### config.mk
export PLATFORM = sky130hd
export DESIGN_NAME = opposite_quadrant_coincidence_top
export DESIGN_NICKNAME = d
export VERILOG_FILES = /design/src/sv/oqc_pkg.sv /design/src/sv/opposite_quadrant_coincidence_top.sv /design/src/sv/oqc_front.sv /design/src/sv/oqc_fifo.sv /design/src/sv/oqc_back.sv
export SDC_FILE = /design/constraint.sdc
export NUM_CORES = 2
export LEC_CHECK = 0
export ABC_AREA = 1
export BUFFER_PORTS_ARGS = -buffer_cell sky130_fd_sc_hd__buf_2
export CORE_MARGIN = 2
export CORE_UTILIZATION = 33
export DETAILED_ROUTE_END_ITERATION = 10
export MAX_ROUTING_LAYER = met4
export PLACE_DENSITY_LB_ADDON = 0.08
export SYNTH_ARGS = -nofsm -noshare
export SYNTH_HDL_FRONTEND = slang
export SYNTH_SLANG_ARGS = --single-unit
### constraint.sdc
create_clock -name clk_i -period 6.9 [get_ports clk_i]
set_clock_uncertainty 0.05 [all_clocks]
set_input_delay 1.035 -clock clk_i [delete_from_list [all_inputs] [get_ports clk_i]]
set_output_delay 1.035 -clock clk_i [all_outputs]
set_load 0.05 [all_outputs]
### src/sv/oqc_pkg.sv
// Package: shared types and constants for the opposite quadrant coincidence block.
`timescale 1ns / 1ps
`default_nettype none
package oqc_pkg;

  typedef enum logic {
    OP_START = 1'b0,
    OP_HIT   = 1'b1
  } oqc_op_e;

  typedef enum logic [0:0] {
    REG_CALIB  = 1'b0,
    REG_WINDOW = 1'b1
  } oqc_reg_e;

  localparam int unsigned CALIB_W  = 16;
  localparam int unsigned WINDOW_W = 24;
  localparam int unsigned CFG_W    = 24;

  localparam logic [CALIB_W-1:0]  CALIB_RESET  = 16'd6400;
  localparam logic [WINDOW_W-1:0] WINDOW_RESET = 24'd196608;

  localparam logic [1:0] OPPOSITE_MASK = 2'b10;

  localparam int unsigned FIFO_DEPTH = 4;
  localparam int unsigned FIFO_PTR_W = 2;

  typedef struct packed {
    logic       is_start;
    logic       last;
    logic [1:0] quadrant;
    logic       in_win;
  } oqc_ctl_t;

endpackage
`default_nettype wire

### src/sv/opposite_quadrant_coincidence_top.sv
// Top level: configuration registers, front end, word queue and back end.
// The verdict goes through the front-end register, the word queue and the result register.
// Throughput: one word per cycle unless full; the back end takes one queued word per cycle.
// A word with last set waits at the queue head while the single result register is held.
// Reset: asynchronous, active low; registers return to 6400 and 3 ns, queues empty,
// reference time zero, no quadrant seen.
`timescale 1ns / 1ps
`default_nettype none
module opposite_quadrant_coincidence_top import oqc_pkg::*; #(
  parameter int unsigned TIME_WIDTH = 32
) (
  input  wire logic               clk_i,
  input  wire logic               rst_ni,
  input  wire logic               cfg_we_i,
  input  wire logic [0:0]         cfg_idx_i,
  input  wire logic [CFG_W-1:0]   cfg_data_i,
  input  wire logic               push,
  output logic                    full,
  input  wire logic               operation_i,
  input  wire logic signed [15:0] ref_count_i,
  input  wire logic signed [31:0] hit_time_i,
  input  wire logic [1:0]         quadrant_i,
  input  wire logic               last_i,
  output logic                    empty,
  input  wire logic               pop,
  output logic                    is_coincidence_o
);

  localparam int unsigned QW = $bits(oqc_ctl_t) + TIME_WIDTH;

  logic [CALIB_W-1:0]            calib_q;
  logic [WINDOW_W-1:0]           window_q;
  logic                          f_push, f_full, f_pop, f_empty;
  oqc_ctl_t                      f_ctl, b_ctl;
  logic signed [TIME_WIDTH-1:0]  f_time, b_time;
  logic [QW-1:0]                 b_word;

  always_ff @(posedge clk_i or negedge rst_ni) begin
    if (!rst_ni) begin
      calib_q  <= CALIB_RESET;
      window_q <= WINDOW_RESET;
    end else if (cfg_we_i) begin
      case (oqc_reg_e'(cfg_idx_i))
        REG_CALIB:  calib_q  <= cfg_data_i[CALIB_W-1:0];
        REG_WINDOW: window_q <= cfg_data_i[WINDOW_W-1:0];
        default: ;
      endcase
    end
  end

  oqc_front #(.TIME_WIDTH(TIME_WIDTH)) u_front (
    .clk_i       (clk_i),
    .rst_ni      (rst_ni),
    .calib_i     (calib_q),
    .window_i    (window_q),
    .push_i      (push),
    .full_o      (full),
    .operation_i (operation_i),
    .ref_count_i (ref_count_i),
    .hit_time_i  (hit_time_i),
    .quadrant_i  (quadrant_i),
    .last_i      (last_i),
    .q_push_o    (f_push),
    .q_full_i    (f_full),
    .q_ctl_o     (f_ctl),
    .q_time_o    (f_time)
  );

  oqc_fifo #(.WIDTH(QW)) u_fifo (
    .clk_i   (clk_i),
    .rst_ni  (rst_ni),
    .push_i  (f_push),
    .wdata_i ({f_ctl, f_time}),
    .full_o  (f_full),
    .pop_i   (f_pop),
    .rdata_o (b_word),
    .empty_o (f_empty)
  );

  assign b_ctl  = oqc_ctl_t'(b_word[QW-1:TIME_WIDTH]);
  assign b_time = $signed(b_word[TIME_WIDTH-1:0]);

  oqc_back #(.TIME_WIDTH(TIME_WIDTH)) u_back (
    .clk_i            (clk_i),
    .rst_ni           (rst_ni),
    .window_i         (window_q),
    .q_empty_i        (f_empty),
    .q_pop_o          (f_pop),
    .q_ctl_i          (b_ctl),
    .q_time_i         (b_time),
    .empty_o          (empty),
    .pop_i            (pop),
    .is_coincidence_o (is_coincidence_o)
  );

endmodule
`default_nettype wire

### src/sv/oqc_front.sv
// Front end: accept words, scale the reference, saturate times, classify hits against the window.
`timescale 1ns / 1ps
`default_nettype none
module oqc_front import oqc_pkg::*; #(
  parameter int unsigned TIME_WIDTH = 32
) (
  input  wire logic                          clk_i,
  input  wire logic                          rst_ni,
  input  wire logic [CALIB_W-1:0]            calib_i,
  input  wire logic [WINDOW_W-1:0]           window_i,
  input  wire logic                          push_i,
  output logic                               full_o,
  input  wire logic                          operation_i,
  input  wire logic signed [15:0]            ref_count_i,
  input  wire logic signed [31:0]            hit_time_i,
  input  wire logic [1:0]                    quadrant_i,
  input  wire logic                          last_i,
  output logic                               q_push_o,
  input  wire logic                          q_full_i,
  output oqc_ctl_t                           q_ctl_o,
  output logic signed [TIME_WIDTH-1:0]       q_time_o
);

  localparam int unsigned TW = TIME_WIDTH;
  localparam int unsigned XW = (TW > 33) ? TW : 33;
  localparam int unsigned CW = (TW + 1 > WINDOW_W + 1) ? TW + 1 : WINDOW_W + 1;
  localparam logic signed [XW-1:0] TMAX = XW'({1'b0, {(TW-1){1'b1}}});
  localparam logic signed [XW-1:0] TMIN = ~TMAX;

  function automatic logic signed [TW-1:0] sat_t(input logic signed [XW-1:0] v);
    logic signed [TW-1:0] r;
    if (v > TMAX) begin
      r = {1'b0, {(TW-1){1'b1}}};
    end else if (v < TMIN) begin
      r = {1'b1, {(TW-1){1'b0}}};
    end else begin
      r = TW'(v);
    end
    return r;
  endfunction

  logic                   s1_v_q, s1_v_d;
  logic                   s1_start_q, s1_last_q;
  logic [1:0]             s1_quad_q;
  logic signed [XW-1:0]   s1_val_q, s1_val_d;
  logic signed [TW-1:0]   ref_q, ref_d;
  logic signed [32:0]     prod;
  logic signed [XW-1:0]   hit_ext;
  logic signed [TW-1:0]   t2;
  logic signed [CW-1:0]   diff, wext;
  logic                   accept, advance;

  assign full_o   = s1_v_q && q_full_i;
  assign accept   = push_i && !full_o;
  assign q_push_o = s1_v_q && !q_full_i;
  assign advance  = q_push_o;

  assign prod    = ref_count_i * $signed({1'b0, calib_i});
  assign hit_ext = XW'(hit_time_i);

  always_comb begin
    if (operation_i == OP_HIT) begin
      s1_val_d = XW'(sat_t(hit_ext));
    end else begin
      s1_val_d = XW'(prod);
    end
  end

  always_comb begin
    if (accept) begin
      s1_v_d = 1'b1;
    end else if (advance) begin
      s1_v_d = 1'b0;
    end else begin
      s1_v_d = s1_v_q;
    end
  end

  assign t2   = s1_start_q ? sat_t(s1_val_q) : TW'(s1_val_q);
  assign wext = $signed(CW'(window_i));
  assign diff = CW'(t2) - CW'(ref_q);

  assign ref_d = (advance && s1_start_q) ? t2 : ref_q;

  always_comb begin
    q_ctl_o.is_start = s1_start_q;
    q_ctl_o.last     = s1_last_q;
    q_ctl_o.quadrant = s1_quad_q;
    q_ctl_o.in_win   = !s1_start_q && (diff <= wext) && (diff >= -wext);
    q_time_o         = t2;
  end

  always_ff @(posedge clk_i or negedge rst_ni) begin
    if (!rst_ni) begin
      s1_v_q <= 1'b0;
      ref_q  <= '0;
    end else begin
      s1_v_q <= s1_v_d;
      ref_q  <= ref_d;
    end
  end

  always_ff @(posedge clk_i) begin
    if (accept) begin
      s1_start_q <= (operation_i == OP_START);
      s1_last_q  <= last_i;
      s1_quad_q  <= quadrant_i;
      s1_val_q   <= s1_val_d;
    end
  end

endmodule
`default_nettype wire

### src/sv/oqc_fifo.sv
// Short word queue between the front end and the back end.
`timescale 1ns / 1ps
`default_nettype none
module oqc_fifo import oqc_pkg::*; #(
  parameter int unsigned WIDTH = 37
) (
  input  wire logic             clk_i,
  input  wire logic             rst_ni,
  input  wire logic             push_i,
  input  wire logic [WIDTH-1:0] wdata_i,
  output logic                  full_o,
  input  wire logic             pop_i,
  output logic [WIDTH-1:0]      rdata_o,
  output logic                  empty_o
);

  logic [WIDTH-1:0]      mem_q [FIFO_DEPTH];
  logic [FIFO_PTR_W-1:0] wr_q, wr_d, rd_q, rd_d;
  logic [FIFO_PTR_W:0]   cnt_q, cnt_d;

  assign full_o  = (cnt_q == (FIFO_PTR_W+1)'(FIFO_DEPTH));
  assign empty_o = (cnt_q == '0);
  assign rdata_o = mem_q[rd_q];

  always_comb begin
    wr_d  = push_i ? wr_q + 1'b1 : wr_q;
    rd_d  = pop_i ? rd_q + 1'b1 : rd_q;
    cnt_d = cnt_q + (FIFO_PTR_W+1)'(push_i) - (FIFO_PTR_W+1)'(pop_i);
  end

  always_ff @(posedge clk_i or negedge rst_ni) begin
    if (!rst_ni) begin
      wr_q  <= '0;
      rd_q  <= '0;
      cnt_q <= '0;
    end else begin
      wr_q  <= wr_d;
      rd_q  <= rd_d;
      cnt_q <= cnt_d;
    end
  end

  always_ff @(posedge clk_i) begin
    if (push_i) begin
      mem_q[wr_q] <= wdata_i;
    end
  end

endmodule
`default_nettype wire

### src/sv/oqc_back.sv
// Back end: per-quadrant extremes, pair test, event verdict and result register.
`timescale 1ns / 1ps
`default_nettype none
module oqc_back import oqc_pkg::*; #(
  parameter int unsigned TIME_WIDTH = 32
) (
  input  wire logic                    clk_i,
  input  wire logic                    rst_ni,
  input  wire logic [WINDOW_W-1:0]     window_i,
  input  wire logic                    q_empty_i,
  output logic                         q_pop_o,
  input  wire oqc_ctl_t                q_ctl_i,
  input  wire logic signed [TIME_WIDTH-1:0] q_time_i,
  output logic                         empty_o,
  input  wire logic                    pop_i,
  output logic                         is_coincidence_o
);

  localparam int unsigned TW = TIME_WIDTH;
  localparam int unsigned CW = (TW + 1 > WINDOW_W + 1) ? TW + 1 : WINDOW_W + 1;

  logic signed [TW-1:0] min_q [4];
  logic signed [TW-1:0] max_q [4];
  logic [3:0]           seen_q, seen_d, seen_new;
  logic                 pair_q, pair_d, pair_new, pair_hit;
  logic                 out_v_q, out_v_d, out_q;
  logic                 go, hit, out_pop;
  logic [1:0]           opp;
  logic [3:0]           lane_near;
  logic signed [CW-1:0] wext;

  assign wext    = $signed(CW'(window_i));
  assign out_pop = pop_i && out_v_q;
  assign go      = !q_empty_i && (!q_ctl_i.last || !out_v_q || out_pop);
  assign q_pop_o = go;
  assign hit     = !q_ctl_i.is_start;
  assign opp     = q_ctl_i.quadrant ^ OPPOSITE_MASK;

  for (genvar k = 0; k < 4; k++) begin : g_lane
    logic signed [CW-1:0] dmin, dmax;
    logic                 upd;

    assign dmin = CW'(q_time_i) - CW'(min_q[k]);
    assign dmax = CW'(q_time_i) - CW'(max_q[k]);
    assign lane_near[k] = ((dmin <= wext) && (dmin >= -wext)) ||
                          ((dmax <= wext) && (dmax >= -wext));
    assign upd = go && hit && q_ctl_i.in_win && (q_ctl_i.quadrant == 2'(k));

    always_ff @(posedge clk_i) begin
      if (upd) begin
        if (!seen_q[k] || (q_time_i < min_q[k])) begin
          min_q[k] <= q_time_i;
        end
        if (!seen_q[k] || (q_time_i > max_q[k])) begin
          max_q[k] <= q_time_i;
        end
      end
    end
  end

  always_comb begin
    pair_hit = hit && q_ctl_i.in_win && seen_q[opp] && lane_near[opp];
    pair_new = hit && (pair_q || pair_hit);
    if (q_ctl_i.is_start) begin
      seen_new = '0;
    end else if (q_ctl_i.in_win) begin
      seen_new = seen_q | (4'b0001 << q_ctl_i.quadrant);
    end else begin
      seen_new = seen_q;
    end
    seen_d = seen_q;
    pair_d = pair_q;
    if (go) begin
      seen_d = q_ctl_i.last ? '0 : seen_new;
      pair_d = q_ctl_i.last ? 1'b0 : pair_new;
    end
    out_v_d = (out_v_q && !out_pop) || (go && q_ctl_i.last);
  end

  assign empty_o          = !out_v_q;
  assign is_coincidence_o = out_q;

  always_ff @(posedge clk_i or negedge rst_ni) begin
    if (!rst_ni) begin
      seen_q  <= '0;
      pair_q  <= 1'b0;
      out_v_q <= 1'b0;
    end else begin
      seen_q  <= seen_d;
      pair_q  <= pair_d;
      out_v_q <= out_v_d;
    end
  end

  always_ff @(posedge clk_i) begin
    if (go && q_ctl_i.last) begin
      out_q <= pair_new;
    end
  end

endmodule
`default_nettype wire

==> run summary <==
- **Distinct cells, synth** 59
- **clock tree from TritonCTS** built
- **setup-violating endpoint count in the final report** 0
- **CP arrival** 7130 ps
- **Ports** 85
- **part of the cycle the worst path needs** 97.8%
- **largest stage delay on the critical path** 950 ps
- **hold buffer count at cts** 0
- **number of core rows** 157
- **wire length per cell after detailed routing** 23.0 um
- **Die X-Extent** 432 um
- **Detailed Routing Iterations Pass 1** 5
- **RSZ-0062 raised after global routing** no
- **Final ANT Viol Nets** 0
- **most common cell after layout, fill and taps aside** sky130_fd_sc_hd__nand2_1
- **area enclosed by the die boundary** 186000 um2
- **maximum clock path buffer count** 3
- **post-synth net total** 9526
- **synthesis-stage register bit count** 528
- **aggregate global-route resource usage** 28.1%
- **leading area contributor after synthesis** sky130_fd_sc_hd__edfxtp_1
- **Area growth, synth to finish** 14.3%
- **met2 Resource Use GR** 45.5%
- **top cell type's share of synthesized area** 22.0%
- **pin count of the biggest net entering global routing** 65
- **number of max-slew violations in the final report** 0
- **detailed placer's ending HPWL** 200000 um
- **proportion of layout cells with a drive suffix above 1** 6.99%
- **clock root buffer master** sky130_fd_sc_hd__clkbuf_16
- **met3 track utilization from global routing** 2.70%
- **antenna violations before repair** 19
- **Most Frequent Cell on Critical Path** sky130_fd_sc_hd__nand2_1
- **part of the Yosys area used for sequential elements** 25.6%
- **routing layer with the top usage in global route** met2
- **crit path max fanout** 33
- **Total Routed Length** 255000 um
- **gp weighted congestion** 0.964
- **Final Util** 37.8%
- **share of flip-flops with an asynchronous set or reset after synthesis** 16.3%
- **flip-flop cell with the highest count after synthesis** sky130_fd_sc_hd__edfxtp_1
- **fmax** 0.148 GHz
- **run status** complete, no violations
- **worst endpoint required time** 7280 ps
- **Die Height** 432 um
- **Syn Inst Count** 8311
- **worst slew slack as a fraction of its limit** 13.1%
- **worst skew pair latency** 750 ps
- **total placed instance area** 66400 um2
- **number of CTS-inserted buffers** 74
- **final standard cell area without fillers** 69000 um2
- **Placeable Area** 182000 um2
- **remaining global-route overflow** 0
- **number of violations of the max-capacitance limit** 0
- **number of vias per cell** 5.07
- **number of enable flip-flop cells after synthesis** 442
- **biggest area contributors in the synthesized netlist** sky130_fd_sc_hd__edfxtp_1, sky130_fd_sc_hd__ha_1, sky130_fd_sc_hd__nand2_1
- **starting DRC count in detailed routing** 4568
- **class of the tightest hold or removal check** input pin to asynchronous set/reset pin
- **vias in the first global route** 55500
- **cell at the slowest stage of the critical path** sky130_fd_sc_hd__o22ai_4
- **starting density of the core** 33.1%
- **vias post-DR** 56200
- **final critical path time including I/O delays and setup** 6750 ps
- **post-layout net count** 9848
- **port buffer count** 84
- **Post-Synthesis Mean Instance Area** 7.27 um2
- **Final Hold Fails** 0
- **worst setup path category** register to register
- **depth of the CTS H-tree** 3
- **startpoint class of the critical path** register
- **DR DRC count** 0
- **number of synthesis warnings** 0
- **actual slew at the worst max-slew pin** 1300 ps
- **commonest cells after routing, fill and taps aside** sky130_fd_sc_hd__nand2_1, sky130_fd_sc_hd__inv_1, sky130_fd_sc_hd__ha_1
- **clock-pin slew on the worst setup and hold paths** 60 ps
- **met1 global-route usage** 37.0%
- **wire length of the first global-routing pass** 371000 um
- **element type at the critical path end** register
- **post-synthesis instance area** 60400 um2
- **Clock Sink Count** 528
==> sequential cells by signal, indices dropped and copies added (netlist names) <==
signal	flops
u_back.min_q	128
u_back.out_v_q	1
u_front.s1_start_q	1
u_fifo.wr_q	2
u_back.is_coincidence_o	1
u_front.ref_q	32
u_fifo.mem_q	148
u_fifo.rd_q	2
u_front.s1_last_q	1
u_back.max_q	128
window_q	24
u_back.seen_q	4
u_back.pair_q	1
u_fifo.cnt_q	3
calib_q	16
u_front.s1_quad_q	2
u_front.s1_v_q	1
u_front.s1_val_q	33
==> final timing paths <==
kind / slack, ps / cells after the start / endpoint / start
worst max register to register: 150 / 28 / u_back.is_coincidence_o / u_fifo.rd_q[1]
max in group asynchronous: 5150 / 2 / calib_q[5] / rst_ni
worst min-delay path: 310 / 1 / u_back.seen_q[0] / rst_ni
worst min register to register: 440 / 2 / window_q[1] / window_q[1]
min in group clk_i: 440 / 2 / window_q[1] / window_q[1]
worst max-delay path: 150 / 28 / u_back.is_coincidence_o / u_fifo.rd_q[1]
==> kinds of logic after synthesis <==
group,count (synthesis),share of synthesized area [%]
buffers and inverters,1650,10.3
adders and majority gates,1133,26.0
DFF,528,25.6
AOI/OAI and AO/OA,1113,10.1
and+or+nand+nor,3652,24.7
xor gates and xnor gates,235,3.41
==> worst max-delay path: cells and delay by family (launching register included) <==
kind | cells | cell delay, ps
simple gates | 15 | 2060
compound gates | 6 | 1780
buf+inv | 4 | 1020
xor+xnor | 1 | 590
fa+ha+maj | 2 | 510
flops | 1 | 340
==> area by class of cell <==
class / instances / area [um2]
Fill cell: 19300 / 113000
Multi-Input combinational cell: 6133 / 39600
Sequential cell: 528 / 15400
Inverter: 1532 / 5750
Tap cell: 2385 / 2980
Timing Repair Buffer: 364 / 2790
Clock buffer: 102 / 2060
Clock inverter: 34 / 418
Antenna cell: 9 / 22.5
==> timing repair <==
item / in CTS / in global routing
gates resized for setup: 0 / 1
setup buffers: 0 / 6
endpoints found under the setup margin: 0 / 2
==> routing by layer <==
layer  share of wire (%)  wire (um)
met2                  46     119000
met5                   0          0
met1                  46     117000
met4                 3.1       8010
met3                 4.8      12300
==> through the flow <==
| step | TNS (ps) | worst slack, ps | hold slack (ps) | std cells |
|---|---|---|---|---|
| after global placement | -17.1 | -17.1 | 424 | 10900 |
| after floorplan | 0 | 121 | 403 | 8311 |
| after CTS | 0 | 291 | 263 | 11100 |
| final | 0 | 149 | 306 | 11100 |
| after global routing | 0 | 4.03 | 316 | 11100 |
| after detailed placement | 0 | 46.2 | 430 | 10900 |
==> cell usage after synthesis, drive strengths merged, types with 7 or more instances <==
master,number
a21oi,532
nor2,646
inv,1532
o21ai,337
a211oi,11
nand4,116
clkbuf,116
dfrtp,81
a31oi,70
a21o,22
o21a,20
nor3,58
a221oi,7
and3,11
or2,32
edfxtp,442
o22ai,31
xnor2,64
nand2,2411
o211ai,21
xor2,171
ha,929
nand3b,16
o21bai,31
and2,21
nand3,296
nor4,40
fa,204
Power is left out: the tool's default activity adds up to more than one toggle a clock period on the data nets, which glitch-free logic cannot reach.
